[src/hw/rtl/fp3d_pkg.sv]
// ----------------------------------------------------------------------------
// fp3d_pkg
// Shared widths and types for the fixed-point 3D distance pipeline.
// ----------------------------------------------------------------------------
`default_nettype none

package fp3d_pkg;

  localparam int unsigned CoordW   = 32;
  localparam int unsigned FracBits = 16;
  localparam int unsigned MagW     = CoordW - FracBits;   // integer part magnitude
  localparam int unsigned SumW     = 32;                  // exact: at most 3 * 2^30
  localparam int unsigned RootW    = 16;
  localparam int unsigned RemW     = RootW + 2;           // partial remainder < 2*root + 1
  localparam int unsigned NumRootStages = RootW;          // one result bit per stage
  localparam logic [RootW-1:0] MaxDist = RootW'(56755);

  typedef logic signed [CoordW-1:0] coord_t;
  typedef logic [MagW-1:0]          mag_t;
  typedef logic [SumW-1:0]          sum_t;

  // Carried between square root digit stages
  typedef struct packed {
    logic [SumW-1:0]  rad;   // radicand, next digit pair in the top two bits
    logic [RemW-1:0]  rem;
    logic [RootW-1:0] root;
  } root_t;

endpackage

`default_nettype wire

[src/hw/rtl/fp3d_front.sv]
// ----------------------------------------------------------------------------
// fp3d_front
// Three pipeline stages: axis delta magnitudes, squares, sum of squares.
// ----------------------------------------------------------------------------
`default_nettype none

module fp3d_front (
  input  wire                    clk_i,
  input  wire                    rst_ni,
  input  wire                    valid_i,
  output logic                   stall_o,
  input  wire fp3d_pkg::coord_t  first_x_i,
  input  wire fp3d_pkg::coord_t  first_y_i,
  input  wire fp3d_pkg::coord_t  first_z_i,
  input  wire fp3d_pkg::coord_t  second_x_i,
  input  wire fp3d_pkg::coord_t  second_y_i,
  input  wire fp3d_pkg::coord_t  second_z_i,
  output logic                   valid_o,
  input  wire                    stall_i,
  output fp3d_pkg::sum_t         sum_o
);

  logic            mag_valid_q, sq_valid_q, sum_valid_q;
  logic            mag_adv, sq_adv, sum_adv;
  fp3d_pkg::mag_t  mag_d [3];
  fp3d_pkg::mag_t  mag_q [3];
  fp3d_pkg::sum_t  sq_q  [3];
  fp3d_pkg::sum_t  sum_q;
  fp3d_pkg::coord_t diff [3];

  // a stage moves when empty or when its successor takes the request
  assign sum_adv = !sum_valid_q || !stall_i;
  assign sq_adv  = !sq_valid_q  || sum_adv;
  assign mag_adv = !mag_valid_q || sq_adv;

  assign stall_o = !mag_adv;
  assign valid_o = sum_valid_q;
  assign sum_o   = sum_q;

  assign diff[0] = first_x_i - second_x_i;
  assign diff[1] = first_y_i - second_y_i;
  assign diff[2] = first_z_i - second_z_i;

  always_comb begin
    for (int a = 0; a < 3; a++) begin
      // two's complement negate of the integer part; -32768 maps to 0x8000
      if (diff[a][fp3d_pkg::CoordW-1]) begin
        mag_d[a] = fp3d_pkg::mag_t'(0) - diff[a][fp3d_pkg::CoordW-1:fp3d_pkg::FracBits];
      end else begin
        mag_d[a] = diff[a][fp3d_pkg::CoordW-1:fp3d_pkg::FracBits];
      end
    end
  end

  always_ff @(posedge clk_i or negedge rst_ni) begin
    if (!rst_ni) begin
      mag_valid_q <= 1'b0;
      sq_valid_q  <= 1'b0;
      sum_valid_q <= 1'b0;
    end else begin
      if (mag_adv) mag_valid_q <= valid_i;
      if (sq_adv)  sq_valid_q  <= mag_valid_q;
      if (sum_adv) sum_valid_q <= sq_valid_q;
    end
  end

  always_ff @(posedge clk_i) begin
    if (mag_adv && valid_i) begin
      for (int a = 0; a < 3; a++) mag_q[a] <= mag_d[a];
    end
    if (sq_adv && mag_valid_q) begin
      for (int a = 0; a < 3; a++) begin
        sq_q[a] <= fp3d_pkg::sum_t'(mag_q[a]) * fp3d_pkg::sum_t'(mag_q[a]);
      end
    end
    if (sum_adv && sq_valid_q) begin
      sum_q <= sq_q[0] + sq_q[1] + sq_q[2];
    end
  end

endmodule

`default_nettype wire

[src/hw/rtl/fp3d_root_step.sv]
// ----------------------------------------------------------------------------
// fp3d_root_step
// One registered digit step of the restoring integer square root.
// ----------------------------------------------------------------------------
`default_nettype none

module fp3d_root_step (
  input  wire                   clk_i,
  input  wire                   rst_ni,
  input  wire                   valid_i,
  output logic                  stall_o,
  input  wire fp3d_pkg::root_t  data_i,
  output logic                  valid_o,
  input  wire                   stall_i,
  output fp3d_pkg::root_t       data_o
);

  localparam int unsigned TrialW = fp3d_pkg::RemW + 2;

  logic                  valid_q, adv;
  fp3d_pkg::root_t       data_q, data_d;
  logic [TrialW-1:0]     rem_sh, trial, diff;
  logic                  take;

  assign adv     = !valid_q || !stall_i;
  assign stall_o = !adv;
  assign valid_o = valid_q;
  assign data_o  = data_q;

  assign rem_sh = {data_i.rem, data_i.rad[fp3d_pkg::SumW-1 -: 2]};
  assign trial  = TrialW'({data_i.root, 2'b01});
  assign diff   = rem_sh - trial;
  assign take   = (rem_sh >= trial);

  always_comb begin
    data_d.rad  = {data_i.rad[fp3d_pkg::SumW-3:0], 2'b00};
    data_d.rem  = take ? diff[fp3d_pkg::RemW-1:0] : rem_sh[fp3d_pkg::RemW-1:0];
    data_d.root = {data_i.root[fp3d_pkg::RootW-2:0], take};
  end

  always_ff @(posedge clk_i or negedge rst_ni) begin
    if (!rst_ni) begin
      valid_q <= 1'b0;
    end else if (adv) begin
      valid_q <= valid_i;
    end
  end

  always_ff @(posedge clk_i) begin
    if (adv && valid_i) begin
      data_q <= data_d;
    end
  end

endmodule

`default_nettype wire

[src/hw/rtl/fixed_point_3d_distance.sv]
// Pipeline: 3 front stages and 16 root digit stages.
// Throughput: one request per cycle while the output is not stalled; each stage holds one request and moves when
// its successor frees, so empty slots close up under output stall.
// Reset: asynchronous, active low; clears all stage valid bits, payload is not reset.
// ----------------------------------------------------------------------------
// fixed_point_3d_distance
// Floor Euclidean distance between two 16.16 positions, integer parts only.
// ----------------------------------------------------------------------------
`default_nettype none

module fixed_point_3d_distance (
  input  wire                         clk_i,
  input  wire                         rst_ni,
  input  wire                         in_valid_i,
  output logic                        in_stall_o,
  input  wire  [fp3d_pkg::CoordW-1:0] first_x_i,
  input  wire  [fp3d_pkg::CoordW-1:0] first_y_i,
  input  wire  [fp3d_pkg::CoordW-1:0] first_z_i,
  input  wire  [fp3d_pkg::CoordW-1:0] second_x_i,
  input  wire  [fp3d_pkg::CoordW-1:0] second_y_i,
  input  wire  [fp3d_pkg::CoordW-1:0] second_z_i,
  output logic                        out_valid_o,
  input  wire                         out_stall_i,
  output logic [fp3d_pkg::RootW-1:0]  distance_o
);

  localparam int unsigned N = fp3d_pkg::NumRootStages;

  logic            front_valid, front_stall;
  fp3d_pkg::sum_t  front_sum;

  logic            st_valid [N+1];
  logic            st_stall [N+1];
  fp3d_pkg::root_t st_data  [N+1];

  fp3d_front u_front (
    .clk_i      (clk_i),
    .rst_ni     (rst_ni),
    .valid_i    (in_valid_i),
    .stall_o    (in_stall_o),
    .first_x_i  (fp3d_pkg::coord_t'(first_x_i)),
    .first_y_i  (fp3d_pkg::coord_t'(first_y_i)),
    .first_z_i  (fp3d_pkg::coord_t'(first_z_i)),
    .second_x_i (fp3d_pkg::coord_t'(second_x_i)),
    .second_y_i (fp3d_pkg::coord_t'(second_y_i)),
    .second_z_i (fp3d_pkg::coord_t'(second_z_i)),
    .valid_o    (front_valid),
    .stall_i    (front_stall),
    .sum_o      (front_sum)
  );

  assign st_valid[0]     = front_valid;
  assign front_stall     = st_stall[0];
  assign st_data[0].rad  = front_sum;
  assign st_data[0].rem  = '0;
  assign st_data[0].root = '0;

  for (genvar g = 0; g < N; g++) begin : g_root
    fp3d_root_step u_step (
      .clk_i   (clk_i),
      .rst_ni  (rst_ni),
      .valid_i (st_valid[g]),
      .stall_o (st_stall[g]),
      .data_i  (st_data[g]),
      .valid_o (st_valid[g+1]),
      .stall_i (st_stall[g+1]),
      .data_o  (st_data[g+1])
    );
  end

  assign st_stall[N]  = out_stall_i;
  assign out_valid_o  = st_valid[N];
  assign distance_o   = st_data[N].root;

`ifndef SYNTHESIS
  a_dist_range: assert property (@(posedge clk_i) disable iff (!rst_ni)
    out_valid_o |-> distance_o <= fp3d_pkg::MaxDist)
    else $error("distance above largest reachable value");

  a_no_stall_free_out: assert property (@(posedge clk_i) disable iff (!rst_ni)
    !out_stall_i |-> !in_stall_o)
    else $error("input stalled while output drains");

  a_stall_needs_full: assert property (@(posedge clk_i) disable iff (!rst_ni)
    in_stall_o |-> out_valid_o)
    else $error("input stalled with empty output stage");
`endif

endmodule

`default_nettype wire

[config.mk]
export PLATFORM = sky130hd
export DESIGN_NAME = fixed_point_3d_distance
export DESIGN_NICKNAME = d
export VERILOG_FILES = /design/src/hw/rtl/fp3d_pkg.sv /design/src/hw/rtl/fp3d_front.sv /design/src/hw/rtl/fp3d_root_step.sv /design/src/hw/rtl/fixed_point_3d_distance.sv
export SDC_FILE = /design/constraint.sdc
export NUM_CORES = 2
export LEC_CHECK = 0
export ABC_AREA = 1
export BUFFER_PORTS_ARGS = -buffer_cell sky130_fd_sc_hd__buf_2
export CAP_MARGIN = 20
export CORE_MARGIN = 4
export CORE_UTILIZATION = 59
export CTS_BUF_LIST = sky130_fd_sc_hd__clkbuf_2
export DETAILED_ROUTE_END_ITERATION = 12
export PLACE_DENSITY = 0.79
export SLEW_MARGIN = 20
export SYNTH_ARGS = -nofsm -noshare
export SYNTH_HDL_FRONTEND = slang
export SYNTH_SLANG_ARGS = --single-unit
export TNS_END_PERCENT = 20
[constraint.sdc]
create_clock -name clk_i -period 5.8 [get_ports clk_i]
set_clock_uncertainty 0.05 [all_clocks]
set_input_delay 0.58 -clock clk_i [delete_from_list [all_inputs] [get_ports clk_i]]
set_output_delay 0.58 -clock clk_i [all_outputs]
set_load 0.01 [all_outputs]
==> results.cfg <==
[clock_network]
cts_made_buffers = 197
cts_sinks = 818
cts_tree = yes
cts.htree.levels = 4
cts.clk_slew.worst_paths_ps = 110
cts_buffer_depth = 3
cts-root-buf = clkbuf_2
insertion_delay_ps = 1500

[setup_path]
slowest_delay_ps = 620
regToRegStartpoint = u_front.mag_q[0][19]
slowest_stage = fa_1
crit_start = u_front.mag_q[0][19]
cp_max_fo = 6
crit_path_end_kind = flip-flop
cp_data_arrival_time_ps = 6970
cp_common_cell = fa_1
crit_required_ps = 6920
startpoint_type = flip-flop
critPathKind = reg -> reg

[timing]
rsz0062_at_grt = yes
setup_viol = 1
final.setup.worst_slack_ps = -42.42
max_slew_margin = 0.3071
drv_slew = 0
fin_crit_sh = 1.007
layout_min_cycle_time_ps = 5842
hold_viol = 0
fmax_mhz = 171.2
worst_slew_pin_slew_ps = 1037

[hold_path]
min_path_type = in -> reg
worstHoldStart = second_x_i[22]

[synth]
async_flop_share = 0.02323
syn_area_sq_um = 67930
yosysWarnings = 0
syn-instance-count = 7678
synth_seq_cells = 818
yosysUniqueCellTypes = 62
synth_ff_type = edfxtp_1
synth-seq-area-share = 0.3602
synth-edff-count = 799
syn_area_per_cell_sq_um = 8.847

[run_status]
violations = negative setup slack
status = complete, but fails checks

[global_routing]
globalRouteOverflowTotal = 0
antenna_found_initial = 2
grt_pass1_vias = 53920
grt_use_met3 = 0.03204
busiest_layer = met2
use_met2 = 0.4561
gr-usage-met1 = 0.3110
grt_usage = 0.2532
grt_pass1_wl_microns = 253800
grt_max_degree = 50

[placed_design]
dp_hpwl_microns = 120700
io_buffers = 213
dp_slack_ps = -136.2
postPlaceCellArea_sq_um = 71470
gp_congestion = 0.9495

[final_layout]
final_core_util = 0.6757
final_net_count = 9688
fillerInstances = 8681
drive_gt1_frac = 0.1203
syn2layout_area_growth_pct = 13.75
stdcell_area_sq_um = 77270
regArea_sq_um = 24470
multi_input_area_sq_um = 37430

[drt]
remaining_drc_errors = 0
vias_per_cell = 5.269
drtIter0Drc = 3725
wl_microns = 155700
vias = 53040
ant_nets = 0
wl_per_cell_microns = 15.47
drt_pass1_iterations = 8

[floorplan]
core_sq_um = 114300
die_h_microns = 347.3
die_x_microns = 347.3
num_io_pins = 214
placementRows = 124
die_area_sq_um = 120600
initial_core_util = 0.5940

[run]
drv_cap = 0
[cell usage after synthesis, types with 3 or more instances]
cell	count	share of area
o21ai_2	8	0.0010
nor4_1	22	0.0020
o21ai_1	29	0.0021
nand4_2	4	0.00074
a21o_1	24	0.0027
o21a_1	21	0.0023
and2_1	9	0.00083
o21bai_1	30	0.0033
ha_1	580	0.11
xnor2_1	124	0.016
dfrtp_1	19	0.0070
nand2_2	13	0.0012
buf_4	4	0.00044
a31o_2	3	0.00039
nor3_1	85	0.0063
nor2_2	6	0.00055
or2_2	26	0.0024
nor2_1	495	0.027
o31ai_1	6	0.00066
mux2_2	3	0.00050
a21oi_1	347	0.026
o211ai_1	11	0.0012
buf_2	16	0.0012
a21boi_0	6	0.00066
a221oi_1	5	0.00064
o221ai_1	3	0.00039
a31oi_1	21	0.0019
clkbuf_1	93	0.0051
a211oi_1	6	0.00066
inv_2	10	0.00055
xor2_1	207	0.027
nand4_1	80	0.0074
nor2_4	3	0.00050
edfxtp_1	799	0.35
o2111ai_1	9	0.0012
a21oi_2	6	0.00077
nand3_1	257	0.019
fa_1	519	0.15
o21ai_0	231	0.017
nand3b_1	18	0.0020
nand2_1	1737	0.096
inv_1	1755	0.097
[logic make-up after synthesis]
kind of cell / count (synthesis) / share of synthesized area
flops: 818 / 0.3602
other cells: 1 / 0.00005521
xor+xnor: 331 / 0.04268
compound gates: 779 / 0.06440
simple gates: 2765 / 0.1676
buf+inv: 1882 / 0.1047
fa+ha+maj: 1099 / 0.2598
mux: 3 / 0.0004973
[metrics by stage]
step                      instances  hold slack, ps  TNS, ps
final                         10070           220.3   -42.42
after global routing          10070           149.5    -2371
after CTS                      9984           2.221   -264.1
after detailed placement       9419           354.5   -394.2
after global placement         9419           350.1   -155.8
after floorplan                7681           234.4  -0.6266
[final timing paths]
| check | endpoint | slack (ps) | depth (start not counted) |
|---|---|---|---|
| worst min-delay path | u_front.mag_q[0][6] | 220 | 7 |
| max in group asynchronous | g_root[12].u_step.valid_o | 4630 | 3 |
| min in group asynchronous | g_root[5].u_step.valid_o | 460 | 3 |
| worst max register to register | u_front.sq_q[0][60] | -40 | 26 |
| worst min register to register | g_root[15].u_step.data_o[15] | 330 | 0 |
| worst max-delay path | u_front.sq_q[0][60] | -40 | 26 |
[timing repair]
action / CTS / global route
hold buffers: 201 / 0
endpoints found under the hold margin: 220 / 0
gates resized for setup: 21 / 256
endpoints found under the setup margin: 19 / 50
setup buffers: 7 / 76
pin swaps: 3 / 103
gates cloned: 0 / 1
[layout by cell type, fill, tap and decap left out, types with 214 or more instances in the layout]
cell type	Yosys	final
edfxtp_1	799	799
o21ai_0	231	214
fa_1	519	510
ha_1	580	539
a21oi_1	347	312
nand2_1	1737	1702
nand3_1	257	250
inv_1	1755	1721
clkbuf_2	0	275
buf_2	16	215
nor2_1	495	476
[layout make-up]
| type | instances | area share |
|---|---|---|
| inverter | 1766 | 0.08581 |
| tap | 1512 | 0.02448 |
| antenna | 4 | 0.0001295 |
| multi-input combinational | 4981 | 0.4844 |
| sequential | 818 | 0.3167 |
| clock buffer | 274 | 0.01775 |
| timing repair buffer | 629 | 0.06328 |
| clock inverter | 83 | 0.007449 |
[worst max-delay path, delay by kind of cell, from the launching register on]
family          cells  cell delay [ps]
compound gates      1              120
xor+xnor            1              150
fa+ha+maj           7             3450
buf+inv             8              630
flops               1              460
simple gates        9              680
[state kept, by name (all words and copies together) (netlist names)]
register               flops
g_root.u_step.data_o     626
u_front.sq_q              93
u_front.mag_q             48
u_front.sum_o             32
g_root.u_step.valid_o     16
u_front.mag_valid_q        1
u_front.sq_valid_q         1
u_front.valid_o            1
[per-layer routing]
metal | vias to the layer above | share of wire
met1 | 25030 | 0.39
met4 | 0 | 0.036
met3 | 436 | 0.054
met2 | 1745 | 0.51
li1 | 25820 | -
met5 | - | 0
Power is left out: the tool's default activity adds up to more than one toggle a clock period on the data nets, which glitch-free logic cannot reach.
